`config.mk`:
```
export PLATFORM = sky130hd
export DESIGN_NAME = crlf_line_unfolder_top
export DESIGN_NICKNAME = d
export VERILOG_FILES = /design/src/design/clu_pkg.sv /design/src/design/crlf_line_unfolder_top.sv /design/src/design/clu_front.sv /design/src/design/clu_queue.sv /design/src/design/clu_back.sv
export SDC_FILE = /design/constraint.sdc
export NUM_CORES = 1
export LEC_CHECK = 0
export BUFFER_PORTS_ARGS = -buffer_cell sky130_fd_sc_hd__buf_2
export CAP_MARGIN = 15
export CORE_MARGIN = 3
export CORE_UTILIZATION = 45
export DETAILED_ROUTE_END_ITERATION = 12
export HOLD_SLACK_MARGIN = 0.05
export PLACE_DENSITY_LB_ADDON = 0.08
export SLEW_MARGIN = 20
export SYNTH_ARGS = -nofsm -noshare
export SYNTH_HDL_FRONTEND = slang
export SYNTH_SLANG_ARGS = --single-unit
```
`constraint.sdc`:
```
create_clock -name clk_i -period 4.03 [get_ports clk_i]
set_input_delay 0.403 -clock clk_i [delete_from_list [all_inputs] [get_ports clk_i]]
set_output_delay 0.403 -clock clk_i [all_outputs]
set_load 0.005 [all_outputs]
```
`src/design/clu_pkg.sv`:
```
// shared types, codes and constants of the line unfolder
package clu_pkg;

  // reset value of the line length limit
  localparam logic [7:0] MaxLenReset = 8'd75;
  // default depth of the queue between front and back
  localparam int unsigned QueueDepthDefault = 4;
  // results one input byte can cause at most
  localparam int unsigned MaxResults = 3;

  // characters the front looks for
  localparam logic [7:0] ChCr = 8'h0D;
  localparam logic [7:0] ChLf = 8'h0A;
  localparam logic [7:0] ChSpace = 8'h20;
  localparam logic [7:0] ChTab = 8'h09;
  localparam logic [7:0] ChSemi = 8'h3B;

  // kind of one result
  typedef enum logic [1:0] {
    KindByte = 2'd0,
    KindEol  = 2'd1,
    KindErr  = 2'd2
  } kind_e;

  // format error codes
  typedef enum logic [2:0] {
    ErrNone    = 3'd0,
    ErrBareCr  = 3'd1,
    ErrCrEnd   = 3'd2,
    ErrLoneLf  = 3'd3,
    ErrTooLong = 3'd4
  } err_e;

  // parser phase, one-hot
  typedef enum logic [3:0] {
    PhText  = 4'b0001,
    PhCr    = 4'b0010,
    PhCrlf  = 4'b0100,
    PhError = 4'b1000
  } phase_e;

  // one result item
  typedef struct packed {
    kind_e       kind;
    logic [7:0]  data;
    err_e        code;
  } result_t;

  // all results of one input byte, in order, res[0] first
  typedef struct packed {
    logic [1:0]                  cnt;
    result_t [MaxResults-1:0]    res;
  } entry_t;

endpackage

```
`src/design/crlf_line_unfolder_top.sv`:
```
// top level of the content line unfolder
//
//  channel   dir  handshake                     payload
//  s_axis    in   s_axis_tvalid/s_axis_tready   tdata[7:0] data_byte, tlast stream_end
//  m_axis    out  m_axis_tvalid/m_axis_tready   tdata[7:0] out_byte, [10:8] error_code,
//                                               tuser[1:0] kind, tlast run_last
//  cfg       in   cfg_valid_i/cfg_ready_o       cfg_data_i max_line_length
//
// one input byte per cycle is taken while the group queue has room
// a byte causing n results offers them in order, one result per output transfer
// first result is offered from the output group register after its group has passed the queue
// the output group register lets input flow while a result waits
// reset clears line state, queue and output valid; limit returns to 75
module crlf_line_unfolder_top #(
  parameter int unsigned QueueDepth = clu_pkg::QueueDepthDefault
) (
  input  logic        clk_i,
  input  logic        rst_ni,
  input  logic        s_axis_tvalid,
  output logic        s_axis_tready,
  input  logic [7:0]  s_axis_tdata,   // [7:0] data_byte
  input  logic        s_axis_tlast,
  output logic        m_axis_tvalid,
  input  logic        m_axis_tready,
  output logic [15:0] m_axis_tdata,   // [7:0] out_byte, [10:8] error_code, rest zero
  output logic [1:0]  m_axis_tuser,   // [1:0] kind
  output logic        m_axis_tlast,
  input  logic        cfg_valid_i,
  output logic        cfg_ready_o,
  input  logic [7:0]  cfg_data_i
);

  logic             push;
  logic             pop;
  logic             empty;
  logic             full;
  clu_pkg::entry_t  push_entry;
  clu_pkg::entry_t  head;
  clu_pkg::result_t res;

  assign cfg_ready_o   = 1'b1;
  assign s_axis_tready = !full;

  // byte classifier and line state
  clu_front u_front (
    .clk_i      (clk_i),
    .rst_ni     (rst_ni),
    .cfg_valid_i(cfg_valid_i),
    .cfg_data_i (cfg_data_i),
    .in_valid_i (s_axis_tvalid),
    .in_byte_i  (s_axis_tdata),
    .in_end_i   (s_axis_tlast),
    .in_ready_i (s_axis_tready),
    .push_o     (push),
    .entry_o    (push_entry)
  );

  // result group queue
  clu_queue #(
    .Depth(QueueDepth)
  ) u_queue (
    .clk_i       (clk_i),
    .rst_ni      (rst_ni),
    .push_i      (push),
    .push_entry_i(push_entry),
    .pop_i       (pop),
    .head_o      (head),
    .empty_o     (empty),
    .full_o      (full)
  );

  // result serializer
  clu_back u_back (
    .clk_i      (clk_i),
    .rst_ni     (rst_ni),
    .head_i     (head),
    .empty_i    (empty),
    .pop_o      (pop),
    .out_ready_i(m_axis_tready),
    .out_valid_o(m_axis_tvalid),
    .out_res_o  (res),
    .out_last_o (m_axis_tlast)
  );

  assign m_axis_tdata = {5'd0, res.code, res.data};
  assign m_axis_tuser = res.kind;

endmodule

```
`src/design/clu_front.sv`:
```
// front part: accepts bytes, tracks line state and builds the result group
module clu_front (
  input  logic            clk_i,
  input  logic            rst_ni,
  input  logic            cfg_valid_i,
  input  logic [7:0]      cfg_data_i,
  input  logic            in_valid_i,
  input  logic [7:0]      in_byte_i,
  input  logic            in_end_i,
  input  logic            in_ready_i,
  output logic            push_o,
  output clu_pkg::entry_t entry_o
);

  clu_pkg::phase_e ph_q, ph_d;
  logic [7:0] len_q, len_d;
  logic       st_q, st_d;
  logic       cm_q, cm_d;
  logic [7:0] max_q;
  logic       accept;
  logic       run_text;
  logic       is_fold;
  logic       t_cm;
  clu_pkg::entry_t e;

  // append one result to a group
  function automatic clu_pkg::entry_t add_res(clu_pkg::entry_t g, clu_pkg::kind_e k,
                                              logic [7:0] d, clu_pkg::err_e c);
    clu_pkg::entry_t r;
    r = g;
    r.res[r.cnt].kind = k;
    r.res[r.cnt].data = d;
    r.res[r.cnt].code = c;
    r.cnt = r.cnt + 2'd1;
    return r;
  endfunction

  assign accept  = in_valid_i && in_ready_i;
  assign is_fold = (in_byte_i == clu_pkg::ChSpace) || (in_byte_i == clu_pkg::ChTab);

  // classify the byte and work out the next line state
  always_comb begin
    e        = '0;
    ph_d     = ph_q;
    len_d    = len_q;
    st_d     = st_q;
    cm_d     = cm_q;
    run_text = 1'b0;
    t_cm     = 1'b0;
    case (ph_q)
      clu_pkg::PhText: begin
        run_text = 1'b1;
      end
      clu_pkg::PhCr: begin
        if (in_byte_i != clu_pkg::ChLf) begin
          e    = add_res(e, clu_pkg::KindErr, 8'd0, clu_pkg::ErrBareCr);
          ph_d = clu_pkg::PhError;
        end else if (len_q > max_q) begin
          e    = add_res(e, clu_pkg::KindErr, 8'd0, clu_pkg::ErrTooLong);
          ph_d = clu_pkg::PhError;
        end else if (in_end_i) begin
          ph_d = clu_pkg::PhText;
          if (!cm_q) e = add_res(e, clu_pkg::KindEol, 8'd0, clu_pkg::ErrNone);
        end else begin
          ph_d = clu_pkg::PhCrlf;
        end
      end
      clu_pkg::PhCrlf: begin
        ph_d = clu_pkg::PhText;
        if (is_fold) begin
          len_d = 8'd0;
          if (in_end_i && !cm_q) e = add_res(e, clu_pkg::KindEol, 8'd0, clu_pkg::ErrNone);
        end else begin
          // close the previous logical line, then treat the byte as text
          if (!cm_q) e = add_res(e, clu_pkg::KindEol, 8'd0, clu_pkg::ErrNone);
          len_d    = 8'd0;
          st_d     = 1'b0;
          cm_d     = 1'b0;
          run_text = 1'b1;
        end
      end
      clu_pkg::PhError: begin
        ph_d = clu_pkg::PhError;
      end
      default: begin
        ph_d = clu_pkg::PhError;
      end
    endcase

    // plain text byte handling
    if (run_text) begin
      if (in_byte_i == clu_pkg::ChCr) begin
        if (in_end_i) begin
          e    = add_res(e, clu_pkg::KindErr, 8'd0, clu_pkg::ErrCrEnd);
          ph_d = clu_pkg::PhError;
        end else begin
          ph_d = clu_pkg::PhCr;
        end
      end else if (in_byte_i == clu_pkg::ChLf) begin
        e    = add_res(e, clu_pkg::KindErr, 8'd0, clu_pkg::ErrLoneLf);
        ph_d = clu_pkg::PhError;
      end else begin
        t_cm = st_d ? cm_d : (in_byte_i == clu_pkg::ChSemi);
        st_d = 1'b1;
        cm_d = t_cm;
        if (!t_cm) e = add_res(e, clu_pkg::KindByte, in_byte_i, clu_pkg::ErrNone);
        if (len_d != 8'hFF) len_d = len_d + 8'd1;
        if (in_end_i && !t_cm) e = add_res(e, clu_pkg::KindEol, 8'd0, clu_pkg::ErrNone);
      end
    end

    // stream end restarts the stream state
    if (in_end_i) begin
      ph_d  = clu_pkg::PhText;
      len_d = 8'd0;
      st_d  = 1'b0;
      cm_d  = 1'b0;
    end
  end

  // line state registers
  always_ff @(posedge clk_i or negedge rst_ni) begin
    if (!rst_ni) begin
      ph_q  <= clu_pkg::PhText;
      len_q <= 8'd0;
      st_q  <= 1'b0;
      cm_q  <= 1'b0;
    end else if (accept) begin
      ph_q  <= ph_d;
      len_q <= len_d;
      st_q  <= st_d;
      cm_q  <= cm_d;
    end
  end

  // line length limit register
  always_ff @(posedge clk_i or negedge rst_ni) begin
    if (!rst_ni) begin
      max_q <= clu_pkg::MaxLenReset;
    end else if (cfg_valid_i) begin
      max_q <= cfg_data_i;
    end
  end

  assign push_o  = accept && (e.cnt != 2'd0);
  assign entry_o = e;

endmodule

```
`src/design/clu_queue.sv`:
```
// short queue of result groups between front and back
module clu_queue #(
  parameter int unsigned Depth = clu_pkg::QueueDepthDefault
) (
  input  logic            clk_i,
  input  logic            rst_ni,
  input  logic            push_i,
  input  clu_pkg::entry_t push_entry_i,
  input  logic            pop_i,
  output clu_pkg::entry_t head_o,
  output logic            empty_o,
  output logic            full_o
);

  localparam int unsigned PtrW = (Depth > 1) ? $clog2(Depth) : 1;
  localparam int unsigned CntW = $clog2(Depth + 1);
  localparam logic [PtrW-1:0] PtrLast = PtrW'(Depth - 1);
  localparam logic [CntW-1:0] CntFull = CntW'(Depth);

  clu_pkg::entry_t    mem_q [Depth];
  logic [PtrW-1:0]    wr_q, rd_q;
  logic [CntW-1:0]    cnt_q;

  assign empty_o = (cnt_q == '0);
  assign full_o  = (cnt_q == CntFull);
  assign head_o  = mem_q[rd_q];

  // storage
  always_ff @(posedge clk_i) begin
    if (push_i) mem_q[wr_q] <= push_entry_i;
  end

  // pointers and fill count
  always_ff @(posedge clk_i or negedge rst_ni) begin
    if (!rst_ni) begin
      wr_q  <= '0;
      rd_q  <= '0;
      cnt_q <= '0;
    end else begin
      if (push_i) wr_q <= (wr_q == PtrLast) ? '0 : wr_q + PtrW'(1);
      if (pop_i)  rd_q <= (rd_q == PtrLast) ? '0 : rd_q + PtrW'(1);
      if (push_i && !pop_i)      cnt_q <= cnt_q + CntW'(1);
      else if (pop_i && !push_i) cnt_q <= cnt_q - CntW'(1);
    end
  end

endmodule

```
`src/design/clu_back.sv`:
```
// back part: hands out the results of each group one per cycle while the receiver is ready
module clu_back (
  input  logic            clk_i,
  input  logic            rst_ni,
  input  clu_pkg::entry_t head_i,
  input  logic            empty_i,
  output logic            pop_o,
  input  logic            out_ready_i,
  output logic            out_valid_o,
  output clu_pkg::result_t out_res_o,
  output logic            out_last_o
);

  logic            hold_q;
  clu_pkg::entry_t grp_q;
  logic [1:0]      pos_q;
  logic            last;
  logic            take_last;
  logic            load;

  assign last      = (pos_q == (grp_q.cnt - 2'd1));
  assign take_last = hold_q && out_ready_i && last;
  assign load      = !empty_i && (!hold_q || take_last);
  assign pop_o     = load;

  // output group register and position within it
  always_ff @(posedge clk_i or negedge rst_ni) begin
    if (!rst_ni) begin
      hold_q <= 1'b0;
      pos_q  <= 2'd0;
    end else if (load) begin
      hold_q <= 1'b1;
      pos_q  <= 2'd0;
    end else if (take_last) begin
      hold_q <= 1'b0;
      pos_q  <= 2'd0;
    end else if (hold_q && out_ready_i) begin
      pos_q  <= pos_q + 2'd1;
    end
  end

  // group payload
  always_ff @(posedge clk_i) begin
    if (load) grp_q <= head_i;
  end

  assign out_valid_o = hold_q;
  assign out_res_o   = grp_q.res[pos_q];
  assign out_last_o  = last;

endmodule

```
==> flow_summary.ini <==
[sta]
slew_viol_final = 0
final_critical_path_setup_slack_ps = 182
slew_headroom_pct = 35.0
min_period_over_period_pct = 95.5
tightest_slew_ps = 974
finalSetupViolCount = 0
clock-skew-final_ps = 7.38
maxClockFrequency_ghz = 0.260
shortest_clock_period_the_worst_path_allows_after_layout_ps = 3850
setup_total_negative_slack_ps = 0
hold_viol_final = 0
grt_setup_unrepaired = no

[synth]
synth_sequential_area_ratio_pct = 63.8
postSynthRegisterBits = 167
synthMostInstantiatedCell = sky130_fd_sc_hd__edfxtp_1
synth_top_cell_by_area = sky130_fd_sc_hd__edfxtp_1
avgSynthCellArea_um2 = 14.6
synth_cell_type_count = 70
ys_async_sr_fraction_pct = 19.2
synthTopCellsByArea = sky130_fd_sc_hd__edfxtp_1, sky130_fd_sc_hd__dfrtp_1, sky130_fd_sc_hd__mux4_2
synthesized_cell_area_mm2 = 0.00762
post-synth-top-area-fraction_pct = 53.2
synth-warning-count = 0
synth_common_cells = sky130_fd_sc_hd__edfxtp_1, sky130_fd_sc_hd__nand2_1, sky130_fd_sc_hd__nor2_1
synth_cells = 523
synth_edf_count = 135
synth_flop_cell = sky130_fd_sc_hd__edfxtp_1

[worst_setup_path]
crit_path_start_kind = flip-flop
arrival_ps = 4150
timing.critical_path.slowest_cell_delay_ps = 520
path_delay_family = adder cells
cp_data_required_time_ps = 4340
critPathCaptureType = flip-flop
critical_path_peak_fanout = 3
number_of_buffers_and_inverters_on_the_critical_path = 2
worstPathCellList = inv_1 > ha_1 > and4_1 > a21boi_1 > o31ai_2 > a21oi_2 > nand2b_4 > ha_1 > or3_4 > o21ai_0 > a21o_1 > a31oi_4 > ha_2 > inv_1 > fa_1 > mux2_2
timing.critical_path.slowest_stage_cell = sky130_fd_sc_hd__dfstp_2
worst-setup-path-type = flip-flop to flip-flop

[placement]
hpwlAfterDp_mm = 10.5
gpl.final_weighted_congestion = 0.893
io_buffer_count = 37
postPlaceCellArea_mm2 = 0.00824
post-place-ws_ps = 12.4

[clock_network]
number_of_buffers_created_by_cts = 17
h-tree-depth = 4
post_cts_hold_buffer_count = 0
clock_insertion_delay_worst_skew_ps = 420
cts_num_sinks = 167
path_clk_slew_ps = 60
clock_tree.root_cell = sky130_fd_sc_hd__clkbuf_16
ctsLongestPathBuffers = 2
tritoncts = built

[floorplan]
die_height_um = 136
die_x_um = 136
fp.coreArea_mm2 = 0.0162
effective_utilization_at_floorplan_pct = 46.9
placementRows = 46
die-area_mm2 = 0.0185
design.portCount = 44

[grt]
antenna_found_initial = 1
pin_count_of_the_biggest_net_entering_global_routing = 33
globalRouteOverflowTotal = 0
first_global_vias = 4598
grt.total_usage_pct = 18.2
grt_first_pass_wirelength_mm = 25.2

[power_and_ir_drop]
proportion_of_power_drawn_by_combinational_gates_pct = 28.1
total_leakage_power_nw = 3.20
power_density_mw_per_mm2 = 684
vdd.ir_drop.worst_v = 0.000323
power.switching_fraction_pct = 31.4
seq_power_share_pct = 45.6
internal_w = 0.00416
totalPowerFinal_w = 0.00606
power.clock.fraction_pct = 26.3
power_switching_w = 0.00190

[drt]
dr_total_vias = 4517
post-route-drc-count = 0
final_wirelength_mm = 15.8
via_per_inst = 5.54
postRouteAntennaNets = 0
avgRoutedWirePerCell_um = 19.4
detailedRoute.firstIterationViolations = 292
firstDrtPassIters = 6

[flow_run]
timing.max_cap.violations = 0

[cells_and_area]
fillers = 1364
sequential_standard_cell_area_mm2 = 0.00486
antenna_cells = 0
fraction_of_final_layout_cells_sized_beyond_drive_strength_1_pct = 27.5
nNetsFinal = 629
postLayoutCellArea_mm2 = 0.00886
multi_input_area_mm2 = 0.00259
area_growth_syn_to_layout_pct = 16.3

[worst_hold_path]
worst_hold_path_type = input pin to async pin

[outcome]
run_status = finished, final reports clean
[stage by stage]
| step | utilization, % | cells | hold WS, ps |
|---|---|---|---|
| 2_1_floorplan | - | 527 | 107 |
| 3_3_place_gp | 50.8 | 782 | 500 |
| 3_5_place_dp | 50.8 | 782 | 505 |
| 4_1_cts | 54.4 | 815 | 70.4 |
| 5_1_grt | 54.6 | 816 | 97.6 |
| 6_report | 54.6 | 816 | 52.4 |
[cells in the final DEF, fill, tap and decap left out, types with 11 or more instances in the layout]
cell,synthesis,routed
sky130_fd_sc_hd__and2_1,23,23
sky130_fd_sc_hd__mux4_2,27,27
sky130_fd_sc_hd__buf_4,6,28
sky130_fd_sc_hd__edfxtp_1,135,135
sky130_fd_sc_hd__clkbuf_16,0,17
sky130_fd_sc_hd__inv_1,20,20
sky130_fd_sc_hd__o21ai_0,23,22
sky130_fd_sc_hd__buf_2,0,37
sky130_fd_sc_hd__a21oi_1,20,18
sky130_fd_sc_hd__nand2_1,40,40
sky130_fd_sc_hd__nor2_1,30,30
sky130_fd_sc_hd__ha_1,19,17
sky130_fd_sc_hd__dfrtp_1,27,25
sky130_fd_sc_hd__mux2i_1,11,11
[sequential cells by signal, indices dropped and copies added, names as in the netlist]
| register | count |
|---|---|
| u_back.out_valid_o | 1 |
| u_front.max_q | 8 |
| u_queue.wr_q | 2 |
| u_queue.rd_q | 2 |
| u_queue.cnt_q | 3 |
| u_front.cm_q | 1 |
| u_front.len_q | 8 |
| u_front.st_q | 1 |
| u_queue.mem_q | 108 |
| u_front.ph_q | 4 |
| u_back.pos_q | 2 |
| u_back.grp_q | 27 |
[cell type report]
cell class                 instances  share of cell area [%]
clock buffer                      19                    4.89
clock inverter                    13                    1.61
sequential                       167                    54.9
tap                              216                    3.05
multi-input combinational        310                    29.3
timing repair buffer              69                    5.37
inverter                          22                   0.932
[worst paths after layout]
path / cells after the start / from / end / slack, ps
hold reg to reg: 2 / u_front.max_q[3] / u_front.max_q[3] / 510
hold / removal: 1 / rst_ni / u_queue.rd_q[1] / 50
max in group asynchronous: 1 / rst_ni / u_queue.rd_q[0] / 3440
setup / recovery: 16 / u_front.max_q[6] / u_queue.cnt_q[1] / 180
min in group clk_i: 3 / cfg_data_i[3] / u_front.max_q[3] / 180
setup reg to reg: 16 / u_front.max_q[6] / u_queue.cnt_q[1] / 180
[power by group through the flow]
| stage | sequential [W] | combinational, W | clock, W |
|---|---|---|---|
| floorplan | 0.00258 | 0.00130 | 0 |
| global placement | 0.00278 | 0.00168 | 0 |
| detailed placement | 0.00281 | 0.00172 | 0 |
| CTS | 0.00277 | 0.00173 | 0.00164 |
| global route | 0.00282 | 0.00190 | 0.00171 |
| finish | 0.00276 | 0.00171 | 0.00159 |
[timing repair]
| item | CTS | global route |
|---|---|---|
| endpoints found under the setup margin | 1 | 2 |
| buffers inserted | 1 | 1 |
| resized for setup | 2 | 6 |
| pin swaps | 2 | 5 |
[cell families (layout without fill, tap and decap cells)]
| logic type | after synthesis | count (layout) | share of synthesized area (%) |
|---|---|---|---|
| flops | 167 | 167 | 63.8 |
| compound gates | 83 | 83 | 7.90 |
| simple gates | 150 | 150 | 10.7 |
| other cells | 2 | 6 | 0.0986 |
| fa+ha+maj | 20 | 20 | 3.38 |
| buf+inv | 50 | 123 | 2.86 |
| mux | 45 | 45 | 10.6 |
| xor+xnor | 6 | 6 | 0.690 |
[layer usage]
metal	global-route usage, %	part of all wire, %	up-vias
met5	0	0.044	-
met4	5.15	1.5	2
met3	4.59	3.8	22
met2	28.2	48	97
met1	25.7	47	2291
li1	-	-	2105
Note: power is estimated with default switching activity, not from simulation.
